`src/design/feistel_block_cipher_defines.svh`:
```
// ----------------------------------------------------------------------------
// Feistel block cipher assertion macros
// Concurrent check helpers, compiled out when SYNTH is defined.
// ----------------------------------------------------------------------------
`ifndef FEISTEL_BLOCK_CIPHER_DEFINES_SVH
`define FEISTEL_BLOCK_CIPHER_DEFINES_SVH

`ifndef SYNTH
// Check that a condition holds at every clock edge outside reset
`define FBC_ASSERT_ALWAYS(lbl, clk, rstn, cond) \
  lbl: assert property (@(posedge clk) disable iff (!rstn) (cond)) \
    else $error("assertion failed");
// Check that a condition in one cycle implies another in the next cycle
`define FBC_ASSERT_NEXT(lbl, clk, rstn, ante, cons) \
  lbl: assert property (@(posedge clk) disable iff (!rstn) (ante) |=> (cons)) \
    else $error("assertion failed");
`else
`define FBC_ASSERT_ALWAYS(lbl, clk, rstn, cond)
`define FBC_ASSERT_NEXT(lbl, clk, rstn, ante, cons)
`endif

`endif

```
`src/design/fbc_pkg.sv`:
```
// ----------------------------------------------------------------------------
// Feistel block cipher package
// Shared constants, types and the round function.
// ----------------------------------------------------------------------------
package fbc_pkg;

  localparam int unsigned BLOCK_W    = 64;
  localparam int unsigned HALF_W     = 32;
  localparam int unsigned KEY_W      = 64;
  localparam int unsigned RCNT_W     = 6;
  localparam int unsigned CFG_IDX_W  = 1;
  localparam int unsigned MIN_ROUNDS = 8;

  // Register indexes on the configuration port
  localparam logic [CFG_IDX_W-1:0] CFG_CIPHER_KEY  = 1'b0;
  localparam logic [CFG_IDX_W-1:0] CFG_ROUND_COUNT = 1'b1;

  // Payload that travels down the round pipeline
  typedef struct packed {
    logic               op;
    logic [BLOCK_W-1:0] blk;
  } fbc_item_t;

  // F(L,K): rotl(L,9) xor not(xor of the 16 byte products of rotr(K,11) and L)
  function automatic logic [HALF_W-1:0] round_fn(input logic [HALF_W-1:0] l,
                                                 input logic [HALF_W-1:0] k);
    logic [HALF_W-1:0] kr;
    logic [15:0]       p;
    kr = {k[10:0], k[31:11]};
    p  = '0;
    for (int a = 0; a < 4; a++) begin
      for (int b = 0; b < 4; b++) begin
        p = p ^ (16'(kr[8*a +: 8]) * 16'(l[8*b +: 8]));
      end
    end
    return {l[22:0], l[31:23]} ^ ~{16'h0000, p};
  endfunction

endpackage

```
`src/design/fbc_round.sv`:
```
// ----------------------------------------------------------------------------
// Feistel round stage
// One registered round; encrypt and decrypt round keys are fixed rotations.
// ----------------------------------------------------------------------------
module fbc_round #(
  parameter int unsigned STAGE      = 0,
  parameter int unsigned MAX_ROUNDS = 32
) (
  input  logic                         clk_i,
  input  logic                         rst_ni,
  input  logic                         adv_i,
  input  logic                         valid_i,
  input  fbc_pkg::fbc_item_t           item_i,
  input  logic [fbc_pkg::KEY_W-1:0]    key_i,
  input  logic [fbc_pkg::RCNT_W-1:0]   round_count_i,
  output logic                         valid_o,
  output fbc_pkg::fbc_item_t           item_o
);

  localparam int unsigned ENC_ROT = (3 * STAGE) % 64;
  localparam int unsigned DEC_ROT = (3 * (MAX_ROUNDS - 1 - STAGE)) % 64;

  logic [fbc_pkg::HALF_W-1:0] enc_key, dec_key, rkey;
  logic [fbc_pkg::HALF_W-1:0] left, right, f_in, f_out;
  logic                       enc_act, dec_act, active;
  logic                       valid_q;
  fbc_pkg::fbc_item_t         item_d, item_q;

  // Pick the round key: encrypt rounds run from the front, decrypt from the back
  assign enc_key = fbc_pkg::HALF_W'({key_i, key_i} >> ENC_ROT);
  assign dec_key = fbc_pkg::HALF_W'({key_i, key_i} >> DEC_ROT);
  assign rkey    = item_i.op ? dec_key : enc_key;

  assign enc_act = 7'(STAGE) < {1'b0, round_count_i};
  assign dec_act = (7'(STAGE) + {1'b0, round_count_i}) >= 7'(MAX_ROUNDS);
  assign active  = item_i.op ? dec_act : enc_act;

  // Apply one round, or pass the block through when the stage is idle
  assign left  = item_i.blk[63:32];
  assign right = item_i.blk[31:0];
  assign f_in  = item_i.op ? right : left;
  assign f_out = fbc_pkg::round_fn(f_in, rkey);

  always_comb begin
    item_d.op = item_i.op;
    if (!active) begin
      item_d.blk = item_i.blk;
    end else if (item_i.op) begin
      item_d.blk = {right, left ^ f_out};
    end else begin
      item_d.blk = {right ^ f_out, left};
    end
  end

  // Hold on stall, advance otherwise
  always_ff @(posedge clk_i or negedge rst_ni) begin
    if (!rst_ni) begin
      valid_q <= 1'b0;
    end else if (adv_i) begin
      valid_q <= valid_i;
    end
  end

  always_ff @(posedge clk_i) begin
    if (adv_i) begin
      item_q <= item_d;
    end
  end

  assign valid_o = valid_q;
  assign item_o  = item_q;

endmodule

```
`config.mk`:
```
export PLATFORM = sky130hd
export DESIGN_NAME = fbc_round
export DESIGN_NICKNAME = d
export VERILOG_FILES = /design/src/design/feistel_block_cipher_defines.svh /design/src/design/fbc_pkg.sv /design/src/design/fbc_round.sv
export SDC_FILE = /design/constraint.sdc
export NUM_CORES = 2
export LEC_CHECK = 0
export ABC_AREA = 1
export BUFFER_PORTS_ARGS = -buffer_cell sky130_fd_sc_hd__buf_2
export CORE_ASPECT_RATIO = 0.7
export CORE_UTILIZATION = 55
export DETAILED_ROUTE_END_ITERATION = 10
export PLACE_DENSITY = 0.78
export SETUP_SLACK_MARGIN = 0.3
export SLEW_MARGIN = 10
export SYNTH_ARGS = -nofsm -noshare
export SYNTH_HDL_FRONTEND = slang
export SYNTH_SLANG_ARGS = --single-unit
```
`constraint.sdc`:
```
create_clock -name clk_i -period 1 [get_ports clk_i]
set_input_delay 0 -clock clk_i [delete_from_list [all_inputs] [get_ports clk_i]]
set_output_delay 0 -clock clk_i [all_outputs]
set_load 0.02 [all_outputs]
```
Yosys cells after proc, flatten, opt, wreduce, memory -nomap -nowiden
Index checks and enable logic that the tools add are counted.

word-level totals
  register bits = 66
  output and inout port bits = 66
  input port bits = 139
  logic and storage cells = 45

cells by class
  bitwise logic cells = 19
  muxes and demuxes = 5
  multiply operators = 16
  $lt $le $gt $ge = 2

operators with widths
  operator                                                    count
  multiplier 8 x 8 -> 16 bit                                  16
  bitwise XOR 16 bit                                          15
  two-way mux 64 bit                                          2
  bitwise XOR 32 bit                                          3
  two-way mux 32 bit                                          2
  NOT 16 -> 32 bit                                            1
  >= comparator 6 bit (second input constant)                 1
  less-than comparator 1 x 6 -> 1 bit (first input constant)  1
  two-way mux 1 bit                                           1

Logic depth before layout (Yosys ltp)
  depth after elaboration = 22
  depth in mapped cells = 45
  depth with buffers taken out = 40

Worst setup path before layout
OpenSTA, ideal clock, no wires.

  path type = input -> register
  start point = input item_i[64] (netlist name)
  end point = register item_q (netlist bit item_o[46]), data pin
  buffers on the path = 6
  data required time = 747 ps
  setup time = 253 ps
  slack = -5,081 ps
  arrival time = 5,828 ps
  cell stages on the path = 39
  cells stage by stage = buf_2 -> buf_2 -> buf_2 -> buf_2 -> buf_4 -> nor2_1 -> nor2_1 -> inv_1 -> buf_2 -> nor2_1 -> fa_1 -> fa_1 -> fa_1 -> inv_1 -> fa_1 -> inv_1 -> ha_1 -> nand2_1 -> [... 3 more ...] -> nand2_1 -> nand3_1 -> nand2_1 -> nand2_1 -> nand3_1 -> nand3_1 -> nand3_1 -> nand3_1 -> nand3_1 -> nand3_1 -> nand3_1 -> nand2_1 -> nand2_1 -> nand3_1 -> nand3_1 -> nand2_1 -> nand3_1 -> nand2_1

RTL lines
  element                 line             RTL
  start: declaration      fbc_round.sv:13  input fbc_pkg::fbc_item_t item_i,
  end signal: assignment  fbc_round.sv:66  item_q <= item_d;
  end: declaration        fbc_round.sv:27  fbc_pkg::fbc_item_t item_d, item_q;

==> flow_summary_export.csv <==
group,metric,value,unit
grt,first_pass_grt_wire_length,246,mm
drt,via_count,39700,
clock_network,h-tree-depth,3,
final_layout,ratio_of_cells_with_drive_above_1_in_the_final_layout,31.3,%
synth,synthArstFlopShare,1.52,%
timing,fin_hold_ws,-0.0245,ns
synth,synth_edf_count,65,
setup_path,criticalPathCategory,"input pin to flop",
final_layout,nNetsFinal,7423,
clock_network,ctsLongestPathBuffers,2,
placed_design,placed_area,48600,µm²
timing,fin_tns_setup,-137.15,ns
synth,gate_count_post_synth,5096,
clock_network,skew_pair_late_insertion_delay,0.36,ns
setup_path,launching_element_type_of_the_critical_path,"input pin",
grt,number_of_global_route_vias_before_repair,38200,
timing,hold_viol_final,2,
min_path,worst_hold_check_path_type,"input pin to flop",
timing,post-route-period-util,602,%
setup_path,cp.arrival,6.14,ns
floorplan,initial_core_util,56.2,%
clock_network,clkSlewWorstSetupHoldPaths,0.06,ns
floorplan,fp-row-count,80,
synth,synth_ff_type,"sky130_fd_sc_hd__edfxtp_1",
setup_path,critical_path.max_stage_delay,0.51,ns
setup_path,slowest_stage,"sky130_fd_sc_hd__fa_1",
setup_path,required_arrival_time_at_the_worst_endpoint,1.12,ns
final_layout,layout.cells.most_common,"sky130_fd_sc_hd__inv_1",
grt,grt.total_usage,47.7,%
timing,maxSlewViolCount,0,
drt,detail_route.vias_per_cell,5.63,
floorplan,total_die_area,71400,µm²
synth,flop_and_latch_count_out_of_synthesis,66,
drt,drt-pass1-iter-count,8,
placed_design,port_buffer_count,201,
floorplan,die_x,319,µm
clock_network,cts_num_sinks,66,
synth,synthesis.nets,6387,
timing,setup_skew_after_layout,0,ns
timing,measured_slew_at_the_worst_slew_check_pin,0.564,ns
drt,avgRoutedWirePerCell,24.8,µm
setup_path,crit_path_max_fanout,12,
timing,setup_repair_after_global_routing_missed_its_margin,"true",
final_layout,finalInstanceArea,53200,µm²
job,maxCapViolCount,0,
final_layout,mostFrequentLayoutCells,"sky130_fd_sc_hd__inv_1, sky130_fd_sc_hd__buf_4, sky130_fd_sc_hd__nand2_1, sky130_fd_sc_hd__nor2_1, sky130_fd_sc_hd__fa_1",
floorplan,area_of_the_placeable_core,68800,µm²
synth,yosysUniqueCellTypes,47,
drt,wirelength,175,mm
drt,drc_violations_left,0,
grt,grt_max_degree,35,
synth,synth.yosys.seq_area_share,5.12,%
grt,antenna_found_initial,7,
clock_network,tritoncts,"done",
synth,synth-warning-count,0,
timing,final_period_minus_worst_setup_slack,6.02,ns
grt,globalRoute.totalOverflow,0,
outcome,violations,"negative hold slack, negative setup slack",
final_layout,post-route-util,77.3,%
drt,detail_route.iter0.violations,5144,
setup_path,critical_path.endpoint_type,"flop",
placed_design,place.gp.congestion,1.10,
drt,final_antenna_net_count,0,
timing,max_freq,166,MHz
timing,setup_viol,65,
placed_design,place.detailed.hpwl,141,mm
clock_network,cts.root.buffer_cell,"sky130_fd_sc_hd__clkbuf_16",
synth,synthesis.area,38600,µm²
setup_path,cpMostUsedCell,"sky130_fd_sc_hd__nand3_2",
timing,slew_headroom,62.3,%
clock_network,total_cts_buffers,9,
floorplan,die-height,224,µm
final_layout,area_growth_syn_to_layout,37.6,%
outcome,run_status,"finished with violations",
floorplan,io-pin-count,205,
synth,synthesis.area_per_instance,7.58,µm²
timing,postLayoutSetupSlackWorst,-5.02,ns
clock_network,post_cts_hold_buffer_count,9,
[timing repair]
action	in CTS	in global routing
setup endpoints to repair	131	131
buffers inserted	30	45
pin swaps	51	159
gates cloned	8	6
gates resized for setup	313	463
hold endpoints to repair	10	2
[final cells by class]
cell class	count	area, µm²
antenna	5	12.5
clock buffer	12	236
clock inverter	4	52.6
fill	4931	15600
inverter	1034	3970
multi-input combinational	3807	35300
sequential	66	1980
tap	902	1130
timing repair buffer	1213	10500
timing repair inverter	1	6.26
[state kept, by name (all words and copies together), names as in the netlist]
| signal | cells |
|---|---|
| valid_o | 1 |
| item_o | 65 |
[stage by stage]
| step | worst slack (ns) | std cells |
|---|---|---|
| after floorplan | -4.51 | 5096 |
| after global placement | -5.42 | 6925 |
| after detailed placement | -5.48 | 6925 |
| after CTS | -4.80 | 6988 |
| after global routing | -5.13 | 7041 |
| final | -5.02 | 7044 |
[routing by layer]
layer | share of wire (%) | GRT usage, % | vias up
met5 | 0.057 | 0 | -
met1 | 40 | 66.1 | 18900
met3 | 18 | 26.1 | 464
met2 | 37 | 61.2 | 2811
li1 | - | - | 17500
met4 | 4.8 | 16.9 | 10
[cells in the mapped netlist, types with 2 or more instances]
master	count	area, µm²
sky130_fd_sc_hd__ha_1	576	7210
sky130_fd_sc_hd__nand3_1	139	696
sky130_fd_sc_hd__o21ai_0	83	415
sky130_fd_sc_hd__o211ai_2	3	37.5
sky130_fd_sc_hd__or2_1	2	12.5
sky130_fd_sc_hd__nand2_2	15	93.8
sky130_fd_sc_hd__xnor2_1	206	1800
sky130_fd_sc_hd__inv_2	7	26.3
sky130_fd_sc_hd__o211ai_1	8	60.1
sky130_fd_sc_hd__clkinv_1	7	26.3
sky130_fd_sc_hd__nand3_2	8	80.1
sky130_fd_sc_hd__inv_1	1020	3830
sky130_fd_sc_hd__o21ai_1	29	145
sky130_fd_sc_hd__xor2_1	210	1840
sky130_fd_sc_hd__nand4_1	24	150
sky130_fd_sc_hd__o21a_1	11	82.6
sky130_fd_sc_hd__a31oi_1	4	25.0
sky130_fd_sc_hd__edfxtp_1	65	1950
sky130_fd_sc_hd__o21bai_1	12	90.1
sky130_fd_sc_hd__nand2_1	922	3460
sky130_fd_sc_hd__clkbuf_1	155	582
sky130_fd_sc_hd__nand3b_1	8	60.1
sky130_fd_sc_hd__a21oi_1	162	811
sky130_fd_sc_hd__fa_1	576	11500
sky130_fd_sc_hd__or2_2	37	231
sky130_fd_sc_hd__a21oi_2	8	70.1
sky130_fd_sc_hd__nor3_1	25	125
sky130_fd_sc_hd__buf_2	33	165
sky130_fd_sc_hd__o21ai_2	15	131
sky130_fd_sc_hd__a21o_1	13	97.6
sky130_fd_sc_hd__nor2_1	697	2620
[critical path, delay by kind of cell]
kind                     cells  cell delay, ns
adder cells (fa/ha/maj)      5            2.26
AND/OR/NAND/NOR             24            2.78
buffers and inverters        9            1.05
[path summary, 6_finish.rpt]
| path | startpoint | endpoint | slack, ns | cells after the start |
|---|---|---|---|---|
| min | item_i[61] | item_o[61] | -0.02 | 3 |
| max reg2reg | valid_o | valid_o | 0.21 | 1 |
| min in group asynchronous | rst_ni | valid_o | 0.52 | 3 |
| min reg2reg | valid_o | valid_o | 0.55 | 1 |
| max | item_i[64] | item_o[14] | -5.02 | 38 |
| max in group asynchronous | rst_ni | valid_o | 0.37 | 3 |
[cell families (layout without fill, tap and decap cells)]
kind of cell / Yosys count / count (layout) / synth area share (%)
AND/OR/NAND/NOR: 1883 / 1883 / 19.6
other: 0 / 5 / 0
multiplexers: 1 / 1 / 0.0291
adder cells (fa/ha/maj): 1152 / 1152 / 48.5
flip-flops: 66 / 66 / 5.12
AO/OA/AOI/OAI: 355 / 355 / 5.32
buffers and inverters: 1223 / 2264 / 12.0
XOR/XNOR: 416 / 416 / 9.43
Power is not shown: default switching activity piles up to over one toggle a cycle in this logic, so the estimate is an artifact.
